[src/rtl/core/pfd_pkg.sv]
package pfd_pkg;

  localparam int unsigned COUNT_W = 17;
  localparam logic [COUNT_W-1:0] COUNT_MAX = '1;
  localparam logic [31:0] CRC_INIT = 32'hFFFF_FFFF;
  localparam logic [31:0] CRC_POLY = 32'hEDB8_8320;

  localparam int unsigned CFG_ADDR_W = 3;
  localparam int unsigned CFG_DATA_W = 16;

  localparam logic [CFG_ADDR_W-1:0] REG_MAX_PAYLOAD_LEN = 3'd0;
  localparam logic [CFG_ADDR_W-1:0] REG_MAX_WINDOW      = 3'd1;
  localparam logic [CFG_ADDR_W-1:0] REG_CODE_DATA       = 3'd2;
  localparam logic [CFG_ADDR_W-1:0] REG_CODE_ACK        = 3'd3;
  localparam logic [CFG_ADDR_W-1:0] REG_CODE_NACK       = 3'd4;

  localparam logic [15:0] RST_MAX_PAYLOAD_LEN = 16'd512;
  localparam logic [4:0]  RST_MAX_WINDOW      = 5'd31;
  localparam logic [2:0]  RST_CODE_DATA       = 3'd1;
  localparam logic [2:0]  RST_CODE_ACK        = 3'd2;
  localparam logic [2:0]  RST_CODE_NACK       = 3'd3;

  localparam logic ITEM_PAYLOAD = 1'b0;
  localparam logic ITEM_STATUS  = 1'b1;

  typedef enum logic [2:0] {
    ST_OK         = 3'd0,
    ST_NO_HEADER  = 3'd1,
    ST_BAD_TYPE   = 3'd2,
    ST_BAD_LENGTH = 3'd3,
    ST_BAD_WINDOW = 3'd4,
    ST_BAD_CRC    = 3'd5,
    ST_NO_PAYLOAD = 3'd6
  } status_t;

  // one queue slot: an optional payload word followed by an optional status word
  typedef struct packed {
    logic        has_pay;
    logic [7:0]  pay;
    logic        has_stat;
    status_t     status;
    logic [2:0]  ty;
    logic [4:0]  win;
    logic [7:0]  seq;
    logic [15:0] len;
  } pfd_entry_t;

  function automatic logic [31:0] crc32_byte(input logic [31:0] c, input logic [7:0] b);
    logic [31:0] r;
    r = c ^ {24'd0, b};
    for (int i = 0; i < 8; i++) begin
      r = r[0] ? ((r >> 1) ^ CRC_POLY) : (r >> 1);
    end
    return r;
  endfunction

endpackage

[src/rtl/core/pfd_if.sv]
interface pfd_in_if;
  logic       valid;
  logic       ready;
  logic [7:0] data_byte;
  logic       end_of_frame;

  modport source (output valid, output data_byte, output end_of_frame, input ready);
  modport sink (input valid, input data_byte, input end_of_frame, output ready);
endinterface

interface pfd_out_if;
  logic        valid;
  logic        ready;
  logic        item_kind;
  logic [7:0]  payload_byte;
  logic [2:0]  status;
  logic [2:0]  pkt_type;
  logic [4:0]  window_field;
  logic [7:0]  seq_number;
  logic [15:0] header_length;
  logic        run_last;

  modport source (output valid, output item_kind, output payload_byte, output status,
                  output pkt_type, output window_field, output seq_number,
                  output header_length, output run_last, input ready);
  modport sink (input valid, input item_kind, input payload_byte, input status,
                input pkt_type, input window_field, input seq_number,
                input header_length, input run_last, output ready);
endinterface

interface pfd_cfg_if;
  logic        valid;
  logic        ready;
  logic [2:0]  addr;
  logic [15:0] data;

  modport source (output valid, output addr, output data, input ready);
  modport sink (input valid, input addr, input data, output ready);
endinterface

[src/rtl/core/packet_frame_decoder_crc32.sv]
// result words are registered in a queue slot and shown from the queue head
// throughput: one byte per cycle; a final byte that also frees a payload byte yields
// two words, sent one after the other from the same queue slot
// the front stalls only when the result queue (QUEUE_DEPTH slots) is full
// reset: synchronous rst clears the frame state and the queue, and returns the
// limits and type codes to their defaults
module packet_frame_decoder_crc32 #(
  parameter int unsigned QUEUE_DEPTH = 4
) (
  input  logic      clk,
  input  logic      rst,
  pfd_in_if.sink    frame,
  pfd_out_if.source result,
  pfd_cfg_if.sink   cfg
);
  import pfd_pkg::*;

  logic       q_full;
  logic       q_empty;
  logic       q_push;
  logic       q_pop;
  pfd_entry_t q_entry;
  pfd_entry_t q_head;

  pfd_front u_front (
    .clk     (clk),
    .rst     (rst),
    .frame   (frame),
    .cfg     (cfg),
    .q_full  (q_full),
    .q_push  (q_push),
    .q_entry (q_entry)
  );

  pfd_queue #(
    .DEPTH (QUEUE_DEPTH)
  ) u_queue (
    .clk        (clk),
    .rst        (rst),
    .push       (q_push),
    .push_entry (q_entry),
    .pop        (q_pop),
    .head       (q_head),
    .full       (q_full),
    .empty      (q_empty)
  );

  pfd_back u_back (
    .clk    (clk),
    .rst    (rst),
    .head   (q_head),
    .empty  (q_empty),
    .pop    (q_pop),
    .result (result)
  );

endmodule

[src/rtl/core/pfd_front.sv]
module pfd_front (
  input  logic                clk,
  input  logic                rst,
  pfd_in_if.sink              frame,
  pfd_cfg_if.sink             cfg,
  input  logic                q_full,
  output logic                q_push,
  output pfd_pkg::pfd_entry_t q_entry
);
  import pfd_pkg::*;

  logic [15:0] max_payload_len;
  logic [4:0]  max_window;
  logic [2:0]  code_data;
  logic [2:0]  code_ack;
  logic [2:0]  code_nack;

  logic [7:0]         tail_bytes [4];
  logic [COUNT_W-1:0] byte_count;
  logic [31:0]        crc_accum;
  logic [7:0]         first_header_byte;
  logic [7:0]         seq_reg;
  logic [15:0]        length_reg;

  logic               accept;
  logic [COUNT_W-1:0] count_next;
  logic [31:0]        crc_next;
  logic [7:0]         fhb_next;
  logic [7:0]         seq_next;
  logic [15:0]        length_next;
  logic               have_pay;
  logic [2:0]         ty;
  logic [4:0]         win;
  logic [31:0]        rx_crc;
  status_t            st;

  assign cfg.ready   = 1'b1;
  assign frame.ready = !q_full;
  assign accept      = frame.valid && frame.ready;

  always_ff @(posedge clk) begin
    if (rst) begin
      max_payload_len <= RST_MAX_PAYLOAD_LEN;
      max_window      <= RST_MAX_WINDOW;
      code_data       <= RST_CODE_DATA;
      code_ack        <= RST_CODE_ACK;
      code_nack       <= RST_CODE_NACK;
    end else if (cfg.valid) begin
      case (cfg.addr)
        REG_MAX_PAYLOAD_LEN: max_payload_len <= cfg.data;
        REG_MAX_WINDOW:      max_window      <= cfg.data[4:0];
        REG_CODE_DATA:       code_data       <= cfg.data[2:0];
        REG_CODE_ACK:        code_ack        <= cfg.data[2:0];
        REG_CODE_NACK:       code_nack       <= cfg.data[2:0];
        default: ;
      endcase
    end
  end

  // header capture, byte count, payload flag, crc over the byte leaving the delay line
  always_comb begin
    fhb_next    = (byte_count == COUNT_W'(0)) ? frame.data_byte : first_header_byte;
    seq_next    = (byte_count == COUNT_W'(1)) ? frame.data_byte : seq_reg;
    length_next = length_reg;
    if (byte_count == COUNT_W'(2)) length_next = {frame.data_byte, length_reg[7:0]};
    if (byte_count == COUNT_W'(3)) length_next = {length_reg[15:8], frame.data_byte};
    crc_next   = (byte_count >= COUNT_W'(4)) ? crc32_byte(crc_accum, tail_bytes[0]) : crc_accum;
    have_pay   = (byte_count >= COUNT_W'(8)) &&
                 ({1'b0, byte_count} < ({2'b00, length_reg} + 18'd8));
    count_next = (byte_count == COUNT_MAX) ? byte_count : byte_count + COUNT_W'(1);
  end

  always_comb begin
    ty     = fhb_next[7:5];
    win    = fhb_next[4:0];
    rx_crc = {tail_bytes[1], tail_bytes[2], tail_bytes[3], frame.data_byte};
    if (count_next < COUNT_W'(4)) begin
      st = ST_NO_HEADER;
    end else if (ty != code_data && ty != code_ack && ty != code_nack) begin
      st = ST_BAD_TYPE;
    end else if (length_next > max_payload_len) begin
      st = ST_BAD_LENGTH;
    end else if (win > max_window) begin
      st = ST_BAD_WINDOW;
    end else if (~crc_next != rx_crc) begin
      st = ST_BAD_CRC;
    end else if (ty != code_data) begin
      st = (count_next == COUNT_W'(8)) ? ST_OK : ST_BAD_LENGTH;
    end else if (length_next == 16'd0) begin
      st = ST_NO_PAYLOAD;
    end else if ({1'b0, count_next} < ({2'b00, length_next} + 18'd8)) begin
      st = (count_next == COUNT_W'(8)) ? ST_NO_PAYLOAD : ST_BAD_LENGTH;
    end else begin
      st = ST_OK;
    end
  end

  always_comb begin
    q_push           = accept && (have_pay || frame.end_of_frame);
    q_entry.has_pay  = have_pay;
    q_entry.pay      = tail_bytes[0];
    q_entry.has_stat = frame.end_of_frame;
    q_entry.status   = st;
    if (st == ST_NO_HEADER) begin
      q_entry.ty  = '0;
      q_entry.win = '0;
      q_entry.seq = '0;
      q_entry.len = '0;
    end else begin
      q_entry.ty  = ty;
      q_entry.win = win;
      q_entry.seq = seq_next;
      q_entry.len = length_next;
    end
  end

  always_ff @(posedge clk) begin
    if (rst) begin
      for (int i = 0; i < 4; i++) tail_bytes[i] <= '0;
      byte_count        <= '0;
      crc_accum         <= CRC_INIT;
      first_header_byte <= '0;
      seq_reg           <= '0;
      length_reg        <= '0;
    end else if (accept) begin
      if (frame.end_of_frame) begin
        for (int i = 0; i < 4; i++) tail_bytes[i] <= '0;
        byte_count        <= '0;
        crc_accum         <= CRC_INIT;
        first_header_byte <= '0;
        seq_reg           <= '0;
        length_reg        <= '0;
      end else begin
        tail_bytes[0]     <= tail_bytes[1];
        tail_bytes[1]     <= tail_bytes[2];
        tail_bytes[2]     <= tail_bytes[3];
        tail_bytes[3]     <= frame.data_byte;
        byte_count        <= count_next;
        crc_accum         <= crc_next;
        first_header_byte <= fhb_next;
        seq_reg           <= seq_next;
        length_reg        <= length_next;
      end
    end
  end

  a_eof_clears: assert property (@(posedge clk) disable iff (rst)
    (accept && frame.end_of_frame) |=> (byte_count == '0 && crc_accum == CRC_INIT))
    else $error("frame state not cleared after end of frame");

  a_push_room: assert property (@(posedge clk) disable iff (rst) q_push |-> !q_full)
    else $error("push into full queue");

endmodule

[src/rtl/core/pfd_queue.sv]
module pfd_queue #(
  parameter int unsigned DEPTH = 4
) (
  input  logic                clk,
  input  logic                rst,
  input  logic                push,
  input  pfd_pkg::pfd_entry_t push_entry,
  input  logic                pop,
  output pfd_pkg::pfd_entry_t head,
  output logic                full,
  output logic                empty
);
  import pfd_pkg::*;

  localparam int unsigned PTR_W = (DEPTH > 1) ? $clog2(DEPTH) : 1;
  localparam int unsigned CNT_W = $clog2(DEPTH + 1);

  pfd_entry_t       slots [DEPTH];
  logic [PTR_W-1:0] wr_ptr;
  logic [PTR_W-1:0] rd_ptr;
  logic [CNT_W-1:0] count;
  logic             do_push;
  logic             do_pop;

  assign full    = (count == CNT_W'(DEPTH));
  assign empty   = (count == '0);
  assign head    = slots[rd_ptr];
  assign do_push = push && !full;
  assign do_pop  = pop && !empty;

  always_ff @(posedge clk) begin
    if (do_push) slots[wr_ptr] <= push_entry;
  end

  always_ff @(posedge clk) begin
    if (rst) begin
      wr_ptr <= '0;
      rd_ptr <= '0;
      count  <= '0;
    end else begin
      if (do_push) wr_ptr <= (wr_ptr == PTR_W'(DEPTH - 1)) ? '0 : wr_ptr + PTR_W'(1);
      if (do_pop)  rd_ptr <= (rd_ptr == PTR_W'(DEPTH - 1)) ? '0 : rd_ptr + PTR_W'(1);
      case ({do_push, do_pop})
        2'b10:   count <= count + CNT_W'(1);
        2'b01:   count <= count - CNT_W'(1);
        default: count <= count;
      endcase
    end
  end

  a_count_bound: assert property (@(posedge clk) disable iff (rst) count <= CNT_W'(DEPTH))
    else $error("queue count beyond depth");

endmodule

[src/rtl/core/pfd_back.sv]
module pfd_back (
  input  logic                clk,
  input  logic                rst,
  input  pfd_pkg::pfd_entry_t head,
  input  logic                empty,
  output logic                pop,
  pfd_out_if.source           result
);
  import pfd_pkg::*;

  logic pay_done;
  logic emit_pay;
  logic take;

  assign emit_pay = head.has_pay && !pay_done;
  assign take     = result.valid && result.ready;
  // a slot leaves once its final word has gone
  assign pop      = take && !(emit_pay && head.has_stat);

  always_comb begin
    result.valid = !empty;
    if (emit_pay) begin
      result.item_kind     = ITEM_PAYLOAD;
      result.payload_byte  = head.pay;
      result.status        = '0;
      result.pkt_type      = '0;
      result.window_field  = '0;
      result.seq_number    = '0;
      result.header_length = '0;
      result.run_last      = !head.has_stat;
    end else begin
      result.item_kind     = ITEM_STATUS;
      result.payload_byte  = '0;
      result.status        = head.status;
      result.pkt_type      = head.ty;
      result.window_field  = head.win;
      result.seq_number    = head.seq;
      result.header_length = head.len;
      result.run_last      = 1'b1;
    end
  end

  always_ff @(posedge clk) begin
    if (rst) begin
      pay_done <= 1'b0;
    end else if (take) begin
      pay_done <= emit_pay && head.has_stat;
    end
  end

  a_split_slot: assert property (@(posedge clk) disable iff (rst)
    pay_done |-> (!empty && head.has_pay && head.has_stat))
    else $error("second half of a slot without a pending status word");

endmodule
[src/flat_wrapper.sv]
// flat-port wrapper written by rule: the top's interface ports become plain ports
module packet_frame_decoder_crc32_flat import pfd_pkg::*;
#(
  parameter int unsigned QUEUE_DEPTH = 4
)
  (clk, rst, frame_valid, frame_data_byte, frame_end_of_frame, frame_ready, result_valid, result_item_kind, result_payload_byte, result_status, result_pkt_type, result_window_field, result_seq_number, result_header_length, result_run_last, result_ready, cfg_valid, cfg_addr, cfg_data, cfg_ready);
  pfd_in_if frame_i ();
  pfd_out_if result_i ();
  pfd_cfg_if cfg_i ();
  input  logic clk;
  input  logic rst;
  input wire logic [$bits(frame_i.valid)-1:0] frame_valid;
  input wire logic [$bits(frame_i.data_byte)-1:0] frame_data_byte;
  input wire logic [$bits(frame_i.end_of_frame)-1:0] frame_end_of_frame;
  output wire logic [$bits(frame_i.ready)-1:0] frame_ready;
  output wire logic [$bits(result_i.valid)-1:0] result_valid;
  output wire logic [$bits(result_i.item_kind)-1:0] result_item_kind;
  output wire logic [$bits(result_i.payload_byte)-1:0] result_payload_byte;
  output wire logic [$bits(result_i.status)-1:0] result_status;
  output wire logic [$bits(result_i.pkt_type)-1:0] result_pkt_type;
  output wire logic [$bits(result_i.window_field)-1:0] result_window_field;
  output wire logic [$bits(result_i.seq_number)-1:0] result_seq_number;
  output wire logic [$bits(result_i.header_length)-1:0] result_header_length;
  output wire logic [$bits(result_i.run_last)-1:0] result_run_last;
  input wire logic [$bits(result_i.ready)-1:0] result_ready;
  input wire logic [$bits(cfg_i.valid)-1:0] cfg_valid;
  input wire logic [$bits(cfg_i.addr)-1:0] cfg_addr;
  input wire logic [$bits(cfg_i.data)-1:0] cfg_data;
  output wire logic [$bits(cfg_i.ready)-1:0] cfg_ready;
  assign frame_i.valid = frame_valid;
  assign frame_i.data_byte = frame_data_byte;
  assign frame_i.end_of_frame = frame_end_of_frame;
  assign frame_ready = frame_i.ready;
  assign result_valid = result_i.valid;
  assign result_item_kind = result_i.item_kind;
  assign result_payload_byte = result_i.payload_byte;
  assign result_status = result_i.status;
  assign result_pkt_type = result_i.pkt_type;
  assign result_window_field = result_i.window_field;
  assign result_seq_number = result_i.seq_number;
  assign result_header_length = result_i.header_length;
  assign result_run_last = result_i.run_last;
  assign result_i.ready = result_ready;
  assign cfg_i.valid = cfg_valid;
  assign cfg_i.addr = cfg_addr;
  assign cfg_i.data = cfg_data;
  assign cfg_ready = cfg_i.ready;
  packet_frame_decoder_crc32 #(.QUEUE_DEPTH(QUEUE_DEPTH)) u_core (.clk(clk), .rst(rst), .frame(frame_i), .result(result_i), .cfg(cfg_i));
endmodule
[config.mk]
export PLATFORM = sky130hd
export DESIGN_NAME = packet_frame_decoder_crc32_flat
export DESIGN_NICKNAME = d
export VERILOG_FILES = /design/src/rtl/core/pfd_pkg.sv /design/src/rtl/core/pfd_if.sv /design/src/rtl/core/packet_frame_decoder_crc32.sv /design/src/rtl/core/pfd_front.sv /design/src/rtl/core/pfd_queue.sv /design/src/rtl/core/pfd_back.sv /design/src/flat_wrapper.sv
export SDC_FILE = /design/constraint.sdc
export NUM_CORES = 1
export LEC_CHECK = 0
export ABC_AREA = 1
export BUFFER_PORTS_ARGS = -buffer_cell sky130_fd_sc_hd__buf_2
export CAP_MARGIN = 20
export CORE_MARGIN = 5
export CORE_UTILIZATION = 56
export DETAILED_ROUTE_END_ITERATION = 16
export MAX_ROUTING_LAYER = met4
export PLACE_DENSITY = 0.81
export RECOVER_POWER = 100
export SYNTH_ARGS = -nofsm -noshare
export SYNTH_HDL_FRONTEND = slang
export SYNTH_SLANG_ARGS = --single-unit
[constraint.sdc]
create_clock -name clk -period 5.6 [get_ports clk]
set_input_delay 0.56 -clock clk [delete_from_list [all_inputs] [get_ports clk]]
set_output_delay 0.56 -clock clk [all_outputs]
set_load 0.005 [all_outputs]
==> summary.txt <==
outcome -> complete, but fails checks
failing checks -> capacitance limit, slew limit
first-pass GRT wire length -> 81,300 µm
row count -> 65
simple logic cell fraction of the synthesized area -> 24.6%
met3 Use GR -> 5.24%
Setup-failing EPs final -> 0
worst flop-to-flop path startpoint -> u_core.u_front.length_reg[3]
clock latency on the worst-skew pair -> 520 ps
GR Overflow Total -> 0
Final min period -> 5010 ps
Layout Utilization -> 62.1%
reg2reg end -> u_core.u_queue.slots[2][23]
P per Cell Area -> 349 nW/µm²
Die ar. -> 35,500 µm²
Worst-Margin Slew -> 2560 ps
Yosys top cell by area -> edfxtp_1
Finished Layout Cells -> 2,716
Fmax -> 200 MHz
crit end category -> flip-flop
sequential fraction of the synthesis area -> 48.9%
max reg flops -> 180
I/O pin count -> 81
synth warn -> 0
Synth Net Count -> 2,323
Syn Area/Cell -> 8.00 µm²
crit path DAT -> 5130 ps
largest family of logic cells by synthesized area -> simple AND/OR/NAND/NOR gates
met2 usage -> 47.2%
largest registers -> u_core.u_queue.slots (180), u_core.u_front.crc_accum (32), u_core.u_front.tail_bytes (32)
Syn Inst Count -> 2,225
Finished Cell Area -> 19,600 µm²
number of global-route vias before repair -> 14.9k
Overall Global Routing Usage -> 29.5%
GR Util met1 -> 38.7%
starting DRC count in detailed routing -> 1,913
clk_skew -> 15.6 ps
CTS H-tree lvls -> 2
hold_buf cts -> 0
setup_tns -> 0 ps
Max VDD drop -> 0.273 mV
min-delay src -> cfg_data[9]
Most flops, register -> u_core.u_queue.slots
worst setup path startpoint -> u_core.u_front.length_reg[3]
DR vias/cell -> 5.78
leakage power -> 8.68 nW
total CTS buffers -> 36
ys async rst share -> 0%
Yosys reg bits -> 333
post-route worst setup slack -> 590 ps
Area Growth Syn to Fin -> 9.88%
Worst Reg-to-Reg Cells -> 21
Slew HR -> -70.7%
Area contributors post-synth -> edfxtp_1, dfxtp_1, nand2_1, inv_1, nor2_1
WP data required -> 5720 ps
IO Port Bufs -> 79
leading cell types by count after synthesis -> nand2_1, inv_1, nor2_1
Worst setup SP type -> flip-flop
WHS Path Cells -> 3
drt total wl -> 52,100 µm
worst min path class -> input pin to flip-flop
Sink Count -> 333
Final HPWL DP -> 35,900 µm
final hold viol count -> 0
worst hold slack -> 281 ps
cell area after placement -> 18,600 µm²
post-synthesis mux area share -> 0%
DP Worst Slack -> 961 ps
share of the synthesized area in the top cell type -> 34.4%
largest net degree at the start of global routing -> 52
max-slew violations -> 197
Placeable Area -> 31,500 µm²
Primary FF master, synth -> edfxtp_1
Register-to-Register Setup Slack -> 590 ps
Post-Synth Adder-Cell Area -> 4.61%
GPL Wtd Cong -> 0.962
Pre-antenna DRT Iters -> 6
Synth Area in Compound Gates -> 11.7%
Starting Density -> 56.6%
clock tree buffer depth -> 3
CTS root buffer -> clkbuf_16
total setup buffers inserted after CTS -> 0
CTS tree -> yes
max_cap viols -> 5
RSZ-0062 raised after global routing -> no
period utilization -> 89.5%
DR WL/cell -> 19.2 µm
GRT Max-Usage Layer -> met2
Post-synth EDFFs -> 204
Min-Delay Endpoint -> u_core.u_front.max_payload_len[9]
initial antenna violation count -> 2
routed vias -> 15.7k
xor and xnor area share after synthesis -> 2.41%
critical-path maximum fanout -> 45
Crit Path Class -> flip-flop to flip-flop
synthesized area -> 17,800 µm²
Clock Pin Slew Worst Setup and Hold Paths -> 60 ps
most numerous cell in the Yosys netlist -> nand2_1
Cell variety after synth -> 57
ratio of cells with drive above 1 in the final layout -> 6.66%
Die Height -> 188 µm
post-cts resize count -> 0
placed insts -> 2,650
Remaining DRCs -> 0
Tot Pwr -> 6.82 mW
Final ANT Viol Nets -> 0
nets -> 2,384
Die Width -> 188 µm
[metal layers]
metal  part of all wire, %  vias to the layer above  wire (µm)
li1                      -                     7467          -
met1                    41                     7380      21400
met2                    47                      728      24300
met3                   9.1                      129       4760
met4                   3.1                        0       1640
met5                     0                        -          0
[kinds of logic after synthesis]
group,after synthesis
xor+xnor,49
other cells,1
simple gates,1061
fa+ha+maj,65
flops,333
compound gates,361
buf+inv,355
[power breakdown]
part	internal, mW	switching (mW)	total, mW
clock network	1.31	0.970	2.28
logic	0.548	1.19	1.74
registers	2.71	0.0980	2.81
total	4.57	2.26	6.82
[placed cells by master, fill, tap and decap left out, drive strengths merged, types with 71 or more instances in the layout]
cell type  synthesis  final
a21oi             71     71
clkbuf            59     84
nand2            619    619
nor2             273    273
inv              277    278
nand3            115    115
o22ai             75     75
dfxtp            129    129
o21ai            163    163
edfxtp           204    204
[worst max path at each step]
stage | to | slack [ps] | depth (start not counted)
finish | u_core.u_queue.slots[2][23] | 590 | 21
floorplan | u_core.u_queue.slots[0][0] | 410 | 19
detailed placement | u_core.u_queue.count[2] | 960 | 26
CTS | u_core.u_queue.count[2] | 860 | 26
global placement | u_core.u_queue.count[2] | 1040 | 26
global route | u_core.u_queue.slots[2][22] | 170 | 21
[layout make-up]
type / count / area, µm²
Antenna cell: 2 / 5.00
Clock buffer: 50 / 973
Clock inverter: 14 / 130
Fill cell: 2733 / 11900
Inverter: 280 / 1050
Multi-Input combinational cell: 1537 / 7710
Sequential cell: 333 / 8710
Tap cell: 402 / 503
Timing Repair Buffer: 98 / 473
[critical path, cell delays in order, from the launching register on]
cell      delay (ps)
dfxtp_1          390
inv_1             70
nor3_1           310
nand3_1          170
nor3_1           260
inv_1             70
nor3_1           330
inv_1            110
nor4_1           240
o21bai_1         180
ha_1             260
nand2_1           70
inv_1             30
o21ai_0          130
nand2_1           70
a21oi_1          150
nand4_1          230
a21oi_1          220
clkinv_1         100
buf_4            180
nor2_1            90
buf_2            930
Note: power is estimated with default switching activity, not from simulation.
